### config.mk
export PLATFORM = sky130hd
export DESIGN_NAME = dns_query_header_name_parser
export DESIGN_NICKNAME = d
export VERILOG_FILES = /design/src/rtl/dqhnp_pkg.sv /design/src/rtl/dqhnp_parser.sv /design/src/rtl/dqhnp_outq.sv /design/src/rtl/dns_query_header_name_parser.sv
export SDC_FILE = /design/constraint.sdc
export NUM_CORES = 1
export LEC_CHECK = 0
export BUFFER_PORTS_ARGS = -buffer_cell sky130_fd_sc_hd__buf_2
export CORE_ASPECT_RATIO = 0.9
export CORE_MARGIN = 10
export CORE_UTILIZATION = 35
export CTS_BUF_LIST = sky130_fd_sc_hd__clkbuf_8
export DETAILED_ROUTE_END_ITERATION = 10
export SLEW_MARGIN = 20
export SYNTH_ARGS = -nofsm -noshare
export SYNTH_HDL_FRONTEND = slang
export SYNTH_SLANG_ARGS = --single-unit
### constraint.sdc
create_clock -name clk -period 4.7 [get_ports clk]
set_input_delay 0.705 -clock clk [delete_from_list [all_inputs] [get_ports clk]]
set_output_delay 0.705 -clock clk [all_outputs]
set_load 0.02 [all_outputs]
### src/rtl/dqhnp_pkg.sv
package dqhnp_pkg;

  // Header length in bytes and the longest name in wire bytes
  localparam int HDR_LEN         = 12;
  localparam int MAX_NAME_LENGTH = 255;
  // Length bytes above this value are pointers or reserved label types
  localparam int MAX_LABEL_LEN   = 63;
  // Type and class bytes after each question name
  localparam int TAIL_LEN        = 4;
  localparam logic [7:0] DOT_CHAR = 8'h2E;

  // Result queue
  localparam int QUEUE_DEPTH = 4;
  localparam int QPTR_W      = $clog2(QUEUE_DEPTH);
  localparam int QCNT_W      = $clog2(QUEUE_DEPTH + 1);

  // Register map
  localparam logic [1:0] ADDR_PARSE_Q = 2'd0;

  typedef enum logic [2:0] {
    PH_IDLE   = 3'd0,
    PH_HEADER = 3'd1,
    PH_LEN    = 3'd2,
    PH_CHARS  = 3'd3,
    PH_TAIL   = 3'd4
  } phase_t;

  typedef enum logic [2:0] {
    KIND_HEADER   = 3'd0,
    KIND_CHAR     = 3'd1,
    KIND_NAME_END = 3'd2,
    KIND_SHORT    = 3'd3,
    KIND_POINTER  = 3'd4,
    KIND_TOO_LONG = 3'd5
  } kind_t;

  typedef struct packed {
    logic [7:0] data_byte;
    logic       packet_start;
    logic       packet_end;
  } request_t;

  typedef struct packed {
    logic [2:0]  result_kind;
    logic [15:0] message_id;
    logic [3:0]  opcode_field;
    logic [4:0]  flag_bits;
    logic [2:0]  reserved_z;
    logic [3:0]  response_code;
    logic [15:0] question_count;
    logic [15:0] answer_count;
    logic [15:0] authority_count;
    logic [15:0] additional_count;
    logic [7:0]  name_char;
    logic        end_of_message;
  } result_t;

  // Results of one processed byte, handed from parser to queue
  typedef struct packed {
    logic [1:0] count;
    result_t    first;
    result_t    second;
  } push_t;

  function automatic result_t simple_result(kind_t kind, logic [7:0] ch, logic eom);
    result_t r;
    r                = '0;
    r.result_kind    = kind;
    r.name_char      = ch;
    r.end_of_message = eom;
    return r;
  endfunction

  function automatic result_t header_result(logic [HDR_LEN-1:0][7:0] hb, logic eom);
    result_t r;
    r                  = '0;
    r.result_kind      = KIND_HEADER;
    r.message_id       = {hb[0], hb[1]};
    r.opcode_field     = hb[2][6:3];
    r.flag_bits        = {hb[2][7], hb[2][2], hb[2][1], hb[2][0], hb[3][7]};
    r.reserved_z       = hb[3][6:4];
    r.response_code    = hb[3][3:0];
    r.question_count   = {hb[4], hb[5]};
    r.answer_count     = {hb[6], hb[7]};
    r.authority_count  = {hb[8], hb[9]};
    r.additional_count = {hb[10], hb[11]};
    r.end_of_message   = eom;
    return r;
  endfunction

endpackage

### src/rtl/dqhnp_parser.sv
module dqhnp_parser (
  input  logic               clk,
  input  logic               rst,
  input  logic               parse_questions,
  input  logic               req_valid,
  output logic               req_stall,
  input  dqhnp_pkg::request_t req,
  input  logic               room,
  output dqhnp_pkg::push_t   push
);
  import dqhnp_pkg::*;

  // Input register
  logic     held_valid;
  request_t held;
  logic     proc;
  logic     accept;

  // Parse state
  phase_t                   phase, phase_next;
  logic [HDR_LEN-1:0][7:0]  header_bytes;
  logic [3:0]               header_index, header_index_next;
  logic [5:0]               label_remaining, label_remaining_next;
  logic [15:0]              questions_left, questions_left_next;
  logic [2:0]               tail_skip, tail_skip_next;
  logic [7:0]               name_length, name_length_next;
  logic                     first_label, first_label_next;

  // Work signals
  phase_t                   phase_now;
  logic [3:0]               idx_now;
  logic [3:0]               idx_inc;
  logic                     hdr_we;
  logic [7:0]               d;
  logic [8:0]               nl;
  logic [15:0]              q_hdr;
  logic [15:0]              ql_dec;
  logic [5:0]               lr_dec;
  logic [2:0]               ts_dec;
  logic [HDR_LEN-1:0][7:0]  hdr_now;

  // Process the held byte only when the queue can take two results
  assign proc      = held_valid && room;
  assign req_stall = held_valid && !room;
  assign accept    = req_valid && !req_stall;

  // Hold the accepted request until processed
  always_ff @(posedge clk) begin
    if (rst) begin
      held_valid <= 1'b0;
    end else if (accept) begin
      held_valid <= 1'b1;
    end else if (proc) begin
      held_valid <= 1'b0;
    end
    if (accept) begin
      held <= req;
    end
  end

  // Advance parse state
  always_ff @(posedge clk) begin
    if (rst) begin
      phase           <= PH_IDLE;
      header_index    <= '0;
      label_remaining <= '0;
      questions_left  <= '0;
      tail_skip       <= '0;
      name_length     <= '0;
      first_label     <= 1'b1;
    end else begin
      phase           <= phase_next;
      header_index    <= header_index_next;
      label_remaining <= label_remaining_next;
      questions_left  <= questions_left_next;
      tail_skip       <= tail_skip_next;
      name_length     <= name_length_next;
      first_label     <= first_label_next;
    end
  end

  // Capture header bytes
  always_ff @(posedge clk) begin
    if (hdr_we) begin
      header_bytes[idx_now] <= d;
    end
  end

  assign d       = held.data_byte;
  assign idx_inc = idx_now + 4'd1;
  assign nl      = 9'(name_length) + 9'(d[5:0]) + 9'd1;
  assign q_hdr   = {header_bytes[4], header_bytes[5]};
  assign ql_dec  = questions_left - 16'd1;
  assign lr_dec  = label_remaining - 6'd1;
  assign ts_dec  = tail_skip - 3'd1;

  // Header view with the last byte taken straight from the input
  always_comb begin
    hdr_now                = header_bytes;
    hdr_now[HDR_LEN-1]     = d;
  end

  // Decode one byte into next state and up to two results
  always_comb begin
    phase_next           = phase;
    header_index_next    = header_index;
    label_remaining_next = label_remaining;
    questions_left_next  = questions_left;
    tail_skip_next       = tail_skip;
    name_length_next     = name_length;
    first_label_next     = first_label;
    hdr_we               = 1'b0;
    push                 = '0;
    phase_now            = held.packet_start ? PH_HEADER : phase;
    idx_now              = held.packet_start ? 4'd0 : header_index;

    if (proc) begin
      phase_next = phase_now;
      unique case (phase_now)
        PH_HEADER: begin
          hdr_we            = 1'b1;
          header_index_next = idx_inc;
          if (idx_inc == 4'(HDR_LEN)) begin
            push.count = 2'd1;
            if (!parse_questions || q_hdr == 16'd0) begin
              push.first = header_result(hdr_now, 1'b1);
              phase_next = PH_IDLE;
            end else begin
              push.first          = header_result(hdr_now, 1'b0);
              questions_left_next = q_hdr;
              name_length_next    = '0;
              first_label_next    = 1'b1;
              phase_next          = PH_LEN;
            end
          end
        end
        PH_LEN: begin
          push.count = 2'd1;
          if (d == 8'd0) begin
            questions_left_next = ql_dec;
            push.first          = simple_result(KIND_NAME_END, 8'd0, ql_dec == 16'd0);
            name_length_next    = (name_length == 8'hFF) ? 8'hFF : name_length + 8'd1;
            tail_skip_next      = 3'(TAIL_LEN);
            phase_next          = PH_TAIL;
          end else if (d > 8'(MAX_LABEL_LEN)) begin
            push.first = simple_result(KIND_POINTER, 8'd0, 1'b1);
            phase_next = PH_IDLE;
          end else if (nl >= 9'(MAX_NAME_LENGTH)) begin
            push.first       = simple_result(KIND_TOO_LONG, 8'd0, 1'b1);
            name_length_next = (nl > 9'd255) ? 8'hFF : nl[7:0];
            phase_next       = PH_IDLE;
          end else begin
            name_length_next     = nl[7:0];
            push.count           = first_label ? 2'd0 : 2'd1;
            push.first           = simple_result(KIND_CHAR, DOT_CHAR, 1'b0);
            first_label_next     = 1'b0;
            label_remaining_next = d[5:0];
            phase_next           = PH_CHARS;
          end
        end
        PH_CHARS: begin
          push.count           = 2'd1;
          push.first           = simple_result(KIND_CHAR, d, 1'b0);
          label_remaining_next = lr_dec;
          if (lr_dec == 6'd0) begin
            phase_next = PH_LEN;
          end
        end
        PH_TAIL: begin
          tail_skip_next = ts_dec;
          if (ts_dec == 3'd0) begin
            if (questions_left == 16'd0) begin
              phase_next = PH_IDLE;
            end else begin
              name_length_next = '0;
              first_label_next = 1'b1;
              phase_next       = PH_LEN;
            end
          end
        end
        default: begin
          phase_next = PH_IDLE;
        end
      endcase

      // Close a message that ends while more bytes are expected
      if (held.packet_end && phase_next != PH_IDLE) begin
        if (push.count == 2'd0) begin
          push.first = simple_result(KIND_SHORT, 8'd0, 1'b1);
        end else begin
          push.second = simple_result(KIND_SHORT, 8'd0, 1'b1);
        end
        push.count = push.count + 2'd1;
        phase_next = PH_IDLE;
      end
    end
  end

endmodule

### src/rtl/dqhnp_outq.sv
module dqhnp_outq (
  input  logic              clk,
  input  logic              rst,
  input  dqhnp_pkg::push_t  push,
  output logic              room,
  output logic              rsp_valid,
  input  logic              rsp_stall,
  output dqhnp_pkg::result_t rsp
);
  import dqhnp_pkg::*;

  result_t             slots [QUEUE_DEPTH];
  logic [QPTR_W-1:0]   wr_ptr;
  logic [QPTR_W-1:0]   rd_ptr;
  logic [QCNT_W-1:0]   count;
  logic                pop;

  assign rsp_valid = count != '0;
  assign rsp       = slots[rd_ptr];
  assign pop       = rsp_valid && !rsp_stall;
  // Room for the two results a single byte can produce
  assign room      = count <= QCNT_W'(QUEUE_DEPTH - 2);

  // Advance pointers and fill count
  always_ff @(posedge clk) begin
    if (rst) begin
      wr_ptr <= '0;
      rd_ptr <= '0;
      count  <= '0;
    end else begin
      wr_ptr <= wr_ptr + QPTR_W'(push.count);
      rd_ptr <= rd_ptr + QPTR_W'(pop);
      count  <= count + QCNT_W'(push.count) - QCNT_W'(pop);
    end
  end

  // Write up to two results per cycle
  always_ff @(posedge clk) begin
    if (push.count != 2'd0) begin
      slots[wr_ptr] <= push.first;
    end
    if (push.count == 2'd2) begin
      slots[wr_ptr + QPTR_W'(1)] <= push.second;
    end
  end

endmodule

### src/rtl/dns_query_header_name_parser.sv
// Channel   | Direction | Payload                         | Handshake
// ----------+-----------+---------------------------------+-------------------------
// req       | in        | one message byte + start/end    | req_valid / req_stall
// rsp       | out       | header, name char or status     | rsp_valid / rsp_stall
// APB       | in        | parse_questions at address 0    | psel / penable / pready
//
// One byte is taken every cycle while the result queue has room for two results;
// each byte waits in an input register and its results are written into the queue.
// A byte that gives two results (a result followed by the short-packet close)
// occupies the single result port for both, so the four-entry result queue
// sets the sustained rate when such bytes cluster or when rsp_stall is held.
// Reset is synchronous; it drops any message in progress and sets parse_questions.
// req_stall rises only while the result queue holds more than two results.
module dns_query_header_name_parser (
  input  logic                clk,
  input  logic                rst,
  input  logic                req_valid,
  output logic                req_stall,
  input  dqhnp_pkg::request_t req,
  output logic                rsp_valid,
  input  logic                rsp_stall,
  output dqhnp_pkg::result_t  rsp,
  input  logic                psel,
  input  logic                penable,
  input  logic                pwrite,
  input  logic [1:0]          paddr,
  input  logic [31:0]         pwdata,
  output logic [31:0]         prdata,
  output logic                pready
);
  import dqhnp_pkg::*;

  logic    parse_questions;
  logic    room;
  push_t   push;

  assign pready = 1'b1;
  assign prdata = {31'd0, parse_questions};

  // Write the configuration register
  always_ff @(posedge clk) begin
    if (rst) begin
      parse_questions <= 1'b1;
    end else if (psel && penable && pwrite && pready && paddr == ADDR_PARSE_Q) begin
      parse_questions <= pwdata[0];
    end
  end

  dqhnp_parser u_parser (
    .clk             (clk),
    .rst             (rst),
    .parse_questions (parse_questions),
    .req_valid       (req_valid),
    .req_stall       (req_stall),
    .req             (req),
    .room            (room),
    .push            (push)
  );

  dqhnp_outq u_outq (
    .clk       (clk),
    .rst       (rst),
    .push      (push),
    .room      (room),
    .rsp_valid (rsp_valid),
    .rsp_stall (rsp_stall),
    .rsp       (rsp)
  );

endmodule

# Word level (Yosys, flattened, before mapping)
# Memory sizes are Yosys's and may differ from the RTL's. A register that Yosys moved wholly into a read port is not among the register bits.
# Cells that the tools add are included.
# totals
input_bits	51
n_memories	1
wordCells	167
ram_bits	432
register_bits	156
output_inout_bits	143
# mem_list
name	depth	width	read_ports	rd_ports_with_merged_regs	wr	line	rtl
u_outq.slots	4	108	1	1	2	dqhnp_outq.sv:12	result_t slots [QUEUE_DEPTH];
# op_classes
mux	68
n_eq_ne	16
addsub	13
n_lt_le_gt_ge	6
reduce_logical	36
# op_table
operator	count
218-bit 2-to-1 mux	2
108-bit 2-to-1 mux	4
110-bit one-hot mux with 3 select lines	1
110-bit 2-to-1 mux	1
109-bit 2-to-1 mux	1
107-bit 2-to-1 mux	1
96-bit bitwise mux	1
8-bit 2-to-1 mux	10
16-bit logical NOT	3
16-bit 2-to-1 mux	3
8-bit demux with 4-bit select	1
16-bit one-hot mux with 2 select lines	1
3-bit 2-to-1 mux	9
8-bit one-hot mux with 3 select lines	1
6-bit 2-to-1 mux	3
1-bit 2-to-1 mux	17
16-bit by 1-bit subtractor with 16-bit output, second input constant	1
2-bit 2-to-1 mux	7
3-bit one-hot mux with 4 select lines	1
6-bit one-hot mux with 2 select lines	1
2-bit inequality test, second input constant	5
5-bit AND reduction	2
2-bit nonzero test	5
8-bit by 6-bit adder with 9-bit output	1
other kinds (39)	57

# Depth between registers and ports, before layout
# Gate-level depths: netlist of the first run.
# logic_depth
depth_word	15
ltp_mapped	23

# Cells and area by module
# A second synthesis of the first run with hierarchy kept.
# unflattened
cells_unflattened	1981
area_unflattened_um2	29667.2
# by_module_without_submodules
mod	n_inst	area_each_um2	cells_per_inst	seq_area_each_um2
dqhnp_outq	1	21065.2	1093	13112.6
dqhnp_parser	1	8299.2	847	3783.6
dns_query_header_name_parser	1	302.8	41	20.0

# Worst setup path before layout of the first run
# No wires, ideal clock.
# synth_path
path_kind	reg-to-reg
from	register u_parser.held, in the netlist u_parser.d[0]
to	register u_outq.count[2]
path_buffers	1
required_ps	4572
arrival_time_ps	4606
path_slack_ps	-34
stages_incl_launch_ff	24
period_less_slack_ps	4734
cell_sequence	edfxtp_1 clkbuf_1 inv_1 ha_1 inv_1 fa_1 a21o_1 a21oi_1 xor2_1 or4_1 and4bb_4 o21ai_2 and2_1 ha_1 and3_1 inv_1 ha_1 inv_1 ha_1 inv_1 fa_1 xnor2_1 xnor2_1 nor2_1
# synth_via
elab_chain_cells	14
word_cells_on_any_way	22
# synth_lines
element	line	rtl
start: declaration	dqhnp_parser.sv:15	request_t held;
start signal: assignment	dqhnp_parser.sv:57	held <= req;
branches (longest 10 deep; another with 8-bit by 6-bit adder with 9-bit output)	n/a	
218-bit 2-to-1 mux *	dqhnp_parser.sv:187	if (held.packet_end && phase_next != PH_IDLE) begin
218-bit 2-to-1 mux *	dqhnp_parser.sv:117	if (proc) begin
3-bit by 2-bit adder with 3-bit output *	dqhnp_outq.sv:33	count <= count + QCNT_W'(push.count) - QCNT_W'(pop);
3-bit by 1-bit subtractor with 3-bit output *	dqhnp_outq.sv:33	
end signal: assignment	dqhnp_outq.sv:33	
end: declaration	dqhnp_outq.sv:15	logic [QCNT_W-1:0] count;
# Mark *: on every way between the ends. The select of a mux whose other input is x is not followed.
# A chain may end at the register's enable or synchronous reset.

# Final worst setup path of the first run
# Same ends and word-level chain as after synthesis.

==> results of run 1 <==
stage by stage:
| step | power (mW) | setup slack (ns) | cells | area [um^2] |
|---|---|---|---|---|
| 3_5_place_dp | 6.343 | 0.002446 | 2734 | 24870 |
| 4_1_cts | 10.97 | 0.02774 | 2914 | 26920 |
| 6_report | 10.88 | 0.2373 | 2915 | 26970 |
| 3_3_place_gp | 6.338 | 0.03409 | 2734 | 24870 |
| 5_1_grt | 11.30 | 0.01062 | 2915 | 26970 |
| 2_1_floorplan | 6.005 | 0.007544 | 1841 | 22920 |
repair_timing:
item	CTS	global route
pin swaps	0	4
setup buffers	0	1
resized for setup	1	11
endpoints found under the setup margin	1	390
synth_stat cells (11+ instances only):
master / instances / area, um^2
sky130_fd_sc_hd__buf_2: 41 / 205.2
sky130_fd_sc_hd__xnor2_1: 11 / 96.34
sky130_fd_sc_hd__buf_4: 36 / 270.3
sky130_fd_sc_hd__nand2_1: 83 / 311.6
sky130_fd_sc_hd__a32o_2: 14 / 157.7
sky130_fd_sc_hd__o21ai_0: 57 / 285.3
sky130_fd_sc_hd__inv_1: 32 / 120.1
sky130_fd_sc_hd__ha_1: 25 / 312.8
sky130_fd_sc_hd__nor2_1: 82 / 307.8
sky130_fd_sc_hd__a22o_1: 386 / 3381
sky130_fd_sc_hd__a21oi_1: 38 / 190.2
sky130_fd_sc_hd__edfxtp_1: 110 / 3303
sky130_fd_sc_hd__clkbuf_1: 82 / 307.8
sky130_fd_sc_hd__and2_1: 17 / 106.4
sky130_fd_sc_hd__dfxtp_1: 470 / 9409
sky130_fd_sc_hd__nand3_1: 23 / 115.1
sky130_fd_sc_hd__nor3_1: 20 / 100.1
sky130_fd_sc_hd__nor2b_1: 12 / 75.07
sky130_fd_sc_hd__mux4_2: 108 / 2432
worst paths after layout:
path,start,end,slack [ns],cells past startpoint
worst max-delay path,u_parser.d[0],u_outq.count[2],0.24,22
worst min-delay path,req[5],u_parser.d[3],0.20,1
worst max register to register,u_parser.d[0],u_outq.count[2],0.24,22
worst min register to register,u_outq.slots[0][7],u_outq.slots[0][7],0.46,2
critical path, cell delays in order (launching register included):
cell	delay [ns]
sky130_fd_sc_hd__edfxtp_1	0.42
sky130_fd_sc_hd__inv_2	0.08
sky130_fd_sc_hd__ha_1	0.14
sky130_fd_sc_hd__inv_1	0.05
sky130_fd_sc_hd__fa_2	0.38
sky130_fd_sc_hd__a21o_1	0.21
sky130_fd_sc_hd__a21oi_2	0.15
sky130_fd_sc_hd__xor2_1	0.10
sky130_fd_sc_hd__or4_4	0.49
sky130_fd_sc_hd__and4bb_4	0.33
sky130_fd_sc_hd__o21ai_2	0.09
sky130_fd_sc_hd__and2_4	0.19
sky130_fd_sc_hd__ha_4	0.26
sky130_fd_sc_hd__and3_4	0.18
sky130_fd_sc_hd__inv_1	0.04
sky130_fd_sc_hd__ha_1	0.28
sky130_fd_sc_hd__inv_1	0.06
sky130_fd_sc_hd__ha_1	0.13
sky130_fd_sc_hd__inv_1	0.05
sky130_fd_sc_hd__fa_2	0.35
sky130_fd_sc_hd__xnor2_2	0.14
sky130_fd_sc_hd__xnor2_1	0.17
sky130_fd_sc_hd__nor2_1	0.05
layout make-up:
| cell class | count | area [um^2] | area share |
|---|---|---|---|
| clock buffer | 118 | 1624 | 0.06021 |
| clock inverter | 62 | 424.2 | 0.01572 |
| inverter | 32 | 120.1 | 0.004453 |
| multi-input combinational | 1057 | 9320 | 0.3455 |
| sequential | 580 | 12720 | 0.4715 |
| tap | 855 | 1070 | 0.03966 |
| timing repair buffer | 211 | 1697 | 0.06290 |
where the power goes:
group	internal (mW)	switching (mW)
Combinational	0.417	0.549
Clock	2.56	2.07
Sequential	5.12	0.161
Total	8.10	2.78
state kept, by name, indices dropped and copies added (netlist names), 3 cells and up:
name and count:
u_parser.phase 3, u_parser.questions_left 16, u_parser.name_length 8, u_parser.label_remaining 6, u_parser.header_index 4, u_outq.slots 432, u_parser.hdr_now 88, u_outq.count 3
u_parser.tail_skip 3, u_parser.d 8
per-layer routing:
metal | GRT usage | wire length [um]
met1 | 0.2228 | 28410
met2 | 0.2773 | 31120
met3 | 0.03661 | 4361
met4 | 0.05913 | 1663
met5 | 0 | 12
logic make-up after synthesis:
family | synth area share
AOI/OAI and AO/OA | 0.2082
buffers and inverters | 0.04248
and+or+nand+nor | 0.06185
adders and majority gates | 0.01548
xor gates and xnor gates | 0.006531
other | 0.0003294
muxes | 0.1076
DFF | 0.5576
==> flow_summary_export.csv, run 1 <==
group,metric,value,unit
sta,final_hold_viol_count,0,
power,ir_drop,0.0001841,V
cts,max-clock-path-buffers,3,
detailed_routing,drc,0,
floorplan,fp.dieH,262.1,um
cts,cts-root-buf,"sky130_fd_sc_hd__clkbuf_8",
floorplan,die-area,75760,um^2
cells_and_area,finalCoreUtilization,0.4195,
power,power.leakage,10.49,nW
grt,grt_start_max_net_pins,51,
sta,hold_slack,0.1992,ns
cts,cts_tree,"built",
synth,synth-seq-area-share,0.5576,
outcome,run_status,"complete, no violations",
cts,clock_latency_of_the_later_clocked_register_in_the_worst_skew_pair,0.70,ns
grt,antenna_found_initial,3,
critical_path,critPathMaxFanout,3,
placement,dp_hpwl,40.28,mm
cts,cts_buffers,95,
sta,timing_worst_slew_pin_value,1.031,ns
synth,count_of_flip_flops_with_a_built_in_enable_after_synthesis,110,
grt,globalRouteOverflowTotal,0,
flow_run,maxCapViolCount,0,
sta,slew-limit-headroom,0.3125,
power,cellPowerDensity,403.3,nW/um^2
floorplan,rows,88,
cells_and_area,layout.cells.most_common,"sky130_fd_sc_hd__dfxtp_1",
cells_and_area,final_cell_mix,"sky130_fd_sc_hd__dfxtp_1, sky130_fd_sc_hd__a22o_1, sky130_fd_sc_hd__buf_2",
cells_and_area,area_delta_synth_final,18.32,%
cells_and_area,fin_nets,2055,
critical_path,cp-end-kind,"flop",
synth,primary_flip_flop_cell_chosen_by_synthesis_mapping,"sky130_fd_sc_hd__dfxtp_1",
grt,first_pass_grt_wire_length,100.8,mm
critical_path,worstPathRequired,5.23,ns
synth,ys_warn_count,0,
grt,via_count_of_the_first_global_routing_pass,16775,
detailed_routing,routed_via_density,5.615,
detailed_routing,detailroute.via_count,16368,
detailed_routing,ant_nets,0,
synth,synth_cells,1811,
detailed_routing,firstDrtPassIters,5,
placement,port_buffers,130,
cts,postCtsHoldBufs,0,
cells_and_area,fillers,6009,
detailed_routing,post_drt_wl_per_cell,22.49,um
sta,finalMaxSlewViolations,0,
sta,fin_crit,4.463,ns
floorplan,starting_density_of_the_core,0.3545,
sta,worst_clock_skew,0.04810,ns
synth,synthesis.area_per_instance,12.59,um^2
sta,rsz0062_at_grt,"no",
sta,fmax,0.2241,GHz
grt,grt_usage,0.1706,
cells_and_area,antenna_cells,0,
synth,number_of_storage_elements_in_the_synthesis_netlist,580,
synth,synthArstFlopShare,0,
cts,htreeDepth,3,
placement,last_weighted_congestion_value_of_the_routability_driven_placer,0.8375,
cells_and_area,final_layout_size_suffix_gt1_frac,0.2476,
detailed_routing,route.final.wire_length,65.57,mm
critical_path,timing_worst_setup_path_type,"reg -> reg",
synth,post_synth_instance_area,22800,um^2
floorplan,core-area,64300,um^2
floorplan,count_of_boundary_i_o_pins,194,
critical_path,setup.worst_path.start_class,"flop",
synth,synth.distinct_cells,74,
sta,setup_viol,0,
sta,timing.setup.tns,0,ns
floorplan,die_width,289.0,um
cts,cts.sink_count,580,
cts,cts.clk_slew.worst_paths,0.07,ns
critical_path,cp_data_arrival_time,5.00,ns
detailed_routing,drt_iter0_markers,1309,
sta,final.period_utilization,0.9495,
worst_hold_path,hold_class,"in -> reg",
(Power assumes the default switching activity.)
==> run 2: changes to the inputs <==
--- a/config.mk
+++ b/config.mk
@@ -8,7 +8,7 @@
 export BUFFER_PORTS_ARGS = -buffer_cell sky130_fd_sc_hd__buf_2
 export CORE_ASPECT_RATIO = 0.9
 export CORE_MARGIN = 10
-export CORE_UTILIZATION = 35
+export CORE_UTILIZATION = 39
 export CTS_BUF_LIST = sky130_fd_sc_hd__clkbuf_8
 export DETAILED_ROUTE_END_ITERATION = 10
 export SLEW_MARGIN = 20
==> flow_summary_export.csv, run 2 (synthesis gave the netlist of run 1 again) <==
group,metric,value,unit
sta,finalMaxSlewViolations,0,
power,seqPwrFrac,0.505,
critical_path,reg2reg_from,"u_parser.d[0]",
cells_and_area,fin_nets,2049,
grt,grt_usage,0.1836,
critical_path,setup.worst_path.start_class,"flop",
cts,clock_latency_of_the_later_clocked_register_in_the_worst_skew_pair,0.70,ns
detailed_routing,detailroute.via_count,16394,
detailed_routing,routed_via_density,5.809,
power,ir_drop,0.0002135,V
power,power_frac_clock,0.403,
critical_path,critPathMaxFanout,3,
sta,setup_viol,0,
sta,final_hold_viol_count,0,
sta,final.period_utilization,0.9522,
sta,fin_crit,4.476,ns
power,power_report.internal_total,7.697,mW
detailed_routing,route.final.wire_length,64.41,mm
floorplan,core-area,58120,um^2
critical_path,cp_data_arrival_time,5.01,ns
critical_path,rr_endpoint,"u_outq.count[2]",
cts,cts.sink_count,580,
detailed_routing,post_drt_wl_per_cell,22.82,um
detailed_routing,drc,0,
cts,max-clock-path-buffers,3,
floorplan,count_of_boundary_i_o_pins,194,
cells_and_area,fillers,5305,
critical_path,worstPathRequired,5.24,ns
outcome,run_status,"complete, no violations",
critical_path,endpoint,"u_outq.count[2]",
critical_path,cell_depth_of_the_worst_flop_to_flop_path,22,
critical_path,timing_worst_setup_path_type,"reg -> reg",
placement,dp_hpwl,39.36,mm
floorplan,fp.dieH,249.4,um
placement,last_weighted_congestion_value_of_the_routability_driven_placer,0.8376,
cells_and_area,largest_register_ffs,432,
flow_run,maxCapViolCount,0,
cells_and_area,registers.top_by_ff_count,"u_outq.slots",
worst_hold_path,hold_class,"in -> reg",
power,total_power,10.40,mW
cells_and_area,final_cell_mix,"sky130_fd_sc_hd__dfxtp_1, sky130_fd_sc_hd__a22o_1, sky130_fd_sc_hd__buf_2",
sta,fmax,0.2234,GHz
power,net-switching-power,2.701,mW
critical_path,cp-end-kind,"flop",
cts,cts.clk_slew.worst_paths,0.06,ns
detailed_routing,firstDrtPassIters,6,
floorplan,die-area,68540,um^2
grt,grt_start_max_net_pins,80,
power,comb_power_share,0.091,
cts,cts-root-buf,"sky130_fd_sc_hd__clkbuf_8",
critical_path,crit_path_cell_trace,"inv_1 -> ha_1 -> inv_1 -> fa_2 -> a21o_1 -> a21oi_2 -> xor2_1 -> or4_1 -> and4bb_4 -> o21ai_2 -> and2_4 -> ha_4 -> and3_4 -> inv_1 -> ha_1 -> inv_1 -> ha_1 -> inv_1 -> fa_2 -> xnor2_2 -> xnor2_1 -> nor2_1",
floorplan,starting_density_of_the_core,0.3923,
sta,slew-limit-headroom,0.2566,
detailed_routing,ant_nets,0,
cts,htreeDepth,3,
critical_path,worst_path_most_repeated_cell,"sky130_fd_sc_hd__inv_1",
sta,timing_worst_slew_pin_value,1.111,ns
cells_and_area,layout.cells.most_common,"sky130_fd_sc_hd__dfxtp_1",
critical_path,critical_path.max_stage_delay,0.48,ns
cells_and_area,final_layout_size_suffix_gt1_frac,0.2422,
cts,cts_tree,"built",
sta,worst_clock_skew,0.04065,ns
sta,fin_ws,0.2244,ns
critical_path,ff2ff_setup_slack,0.22,ns
cts,cts_buffers,92,
grt,antenna_found_initial,3,
power,cellPowerDensity,392.0,nW/um^2
grt,first_pass_grt_wire_length,99.11,mm
power,p_sw_frac,0.2598,
placement,placement.setup.worst_slack,0.04550,ns
cells_and_area,area_delta_synth_final,16.34,%
placement,port_buffers,130,
critical_path,worstSetupStartpoint,"u_parser.d[0]",
critical_path,critical-path-slowest-cell,"sky130_fd_sc_hd__or4_1",
detailed_routing,drt_iter0_markers,1533,
power,power.leakage,10.32,nW
grt,via_count_of_the_first_global_routing_pass,16481,
cells_and_area,antenna_cells,0,
floorplan,rows,84,
grt,globalRouteOverflowTotal,0,
floorplan,die_width,274.9,um
==> run 2: worst min-delay path by stage <==
| stage | startpoint | endpoint | slack, ns | cells after the start |
|---|---|---|---|---|
| 2_1_floorplan | u_outq.slots[2][1] | u_outq.slots[2][1] | 0.42 | 2 |
| 3_3_place_gp | u_outq.slots[1][7] | u_outq.slots[1][7] | 0.43 | 2 |
| 3_5_place_dp | u_outq.slots[0][1] | u_outq.slots[0][1] | 0.44 | 2 |
| 4_1_cts | req[6] | u_parser.d[4] | 0.15 | 1 |
| 5_1_grt | req[2] | u_parser.d[0] | 0.17 | 1 |
| 6_report | req[2] | u_parser.d[0] | 0.21 | 1 |
==> run 2: critical path: cells and delay by family, from the launching register on <==
family,cells,cell delay [ns]
adder cells (fa/ha/maj),6,1.56
XOR/XNOR,3,0.40
AND/OR/NAND/NOR,5,1.27
flip-flops,1,0.38
buffers and inverters,5,0.30
AO/OA/AOI/OAI,3,0.45
==> run 2: what timing repair did <==
action                                  4_1_cts  5_1_grt
endpoints found under the setup margin        0      266
setup buffers                                 0        1
resized for setup                             0        7
hold buffers                                  0        0
==> run 2: metal layers <==
| metal | share of wire | GRT usage | vias up |
|---|---|---|---|
| li1 | - | - | 7328 |
| met4 | 0.023 | 0.05758 | 0 |
| met1 | 0.43 | 0.2395 | 8366 |
| met2 | 0.48 | 0.3012 | 596 |
| met3 | 0.067 | 0.03757 | 104 |
| met5 | 0 | 0 | - |
==> run 2: power groups by stage <==
stage / Clock, mW / Sequential [mW] / Combinational [mW]
2_1_floorplan: 0 / 5.25 / 0.750
3_3_place_gp: 0 / 5.36 / 0.945
3_5_place_dp: 0 / 5.36 / 0.945
4_1_cts: 4.30 / 5.25 / 0.947
5_1_grt: 4.52 / 5.26 / 1.03
6_report: 4.20 / 5.25 / 0.950
==> run 2: area by class of cell <==
class,instances,area (um^2),area share
clock inverters,62,321.6,0.01212
inverters,32,120.1,0.004529
clock buffers,109,1500,0.05656
well taps,774,968.4,0.03651
repair buffers,207,1567,0.05906
multi-input cells,1058,9328,0.3517
flip-flops and latches,580,12720,0.4796
==> run 2: stage by stage <==
stage	setup TNS, ns	instances	cell area [um^2]	hold slack (ns)	util
floorplan	0	1841	22920	0.4198	-
global placement	0	2649	24640	0.4316	0.4239
detailed placement	0	2649	24640	0.4427	0.4239
CTS	0	2820	26460	0.1505	0.4553
global route	-0.0009153	2822	26520	0.1697	0.4564
finish	0	2822	26520	0.2084	0.4564
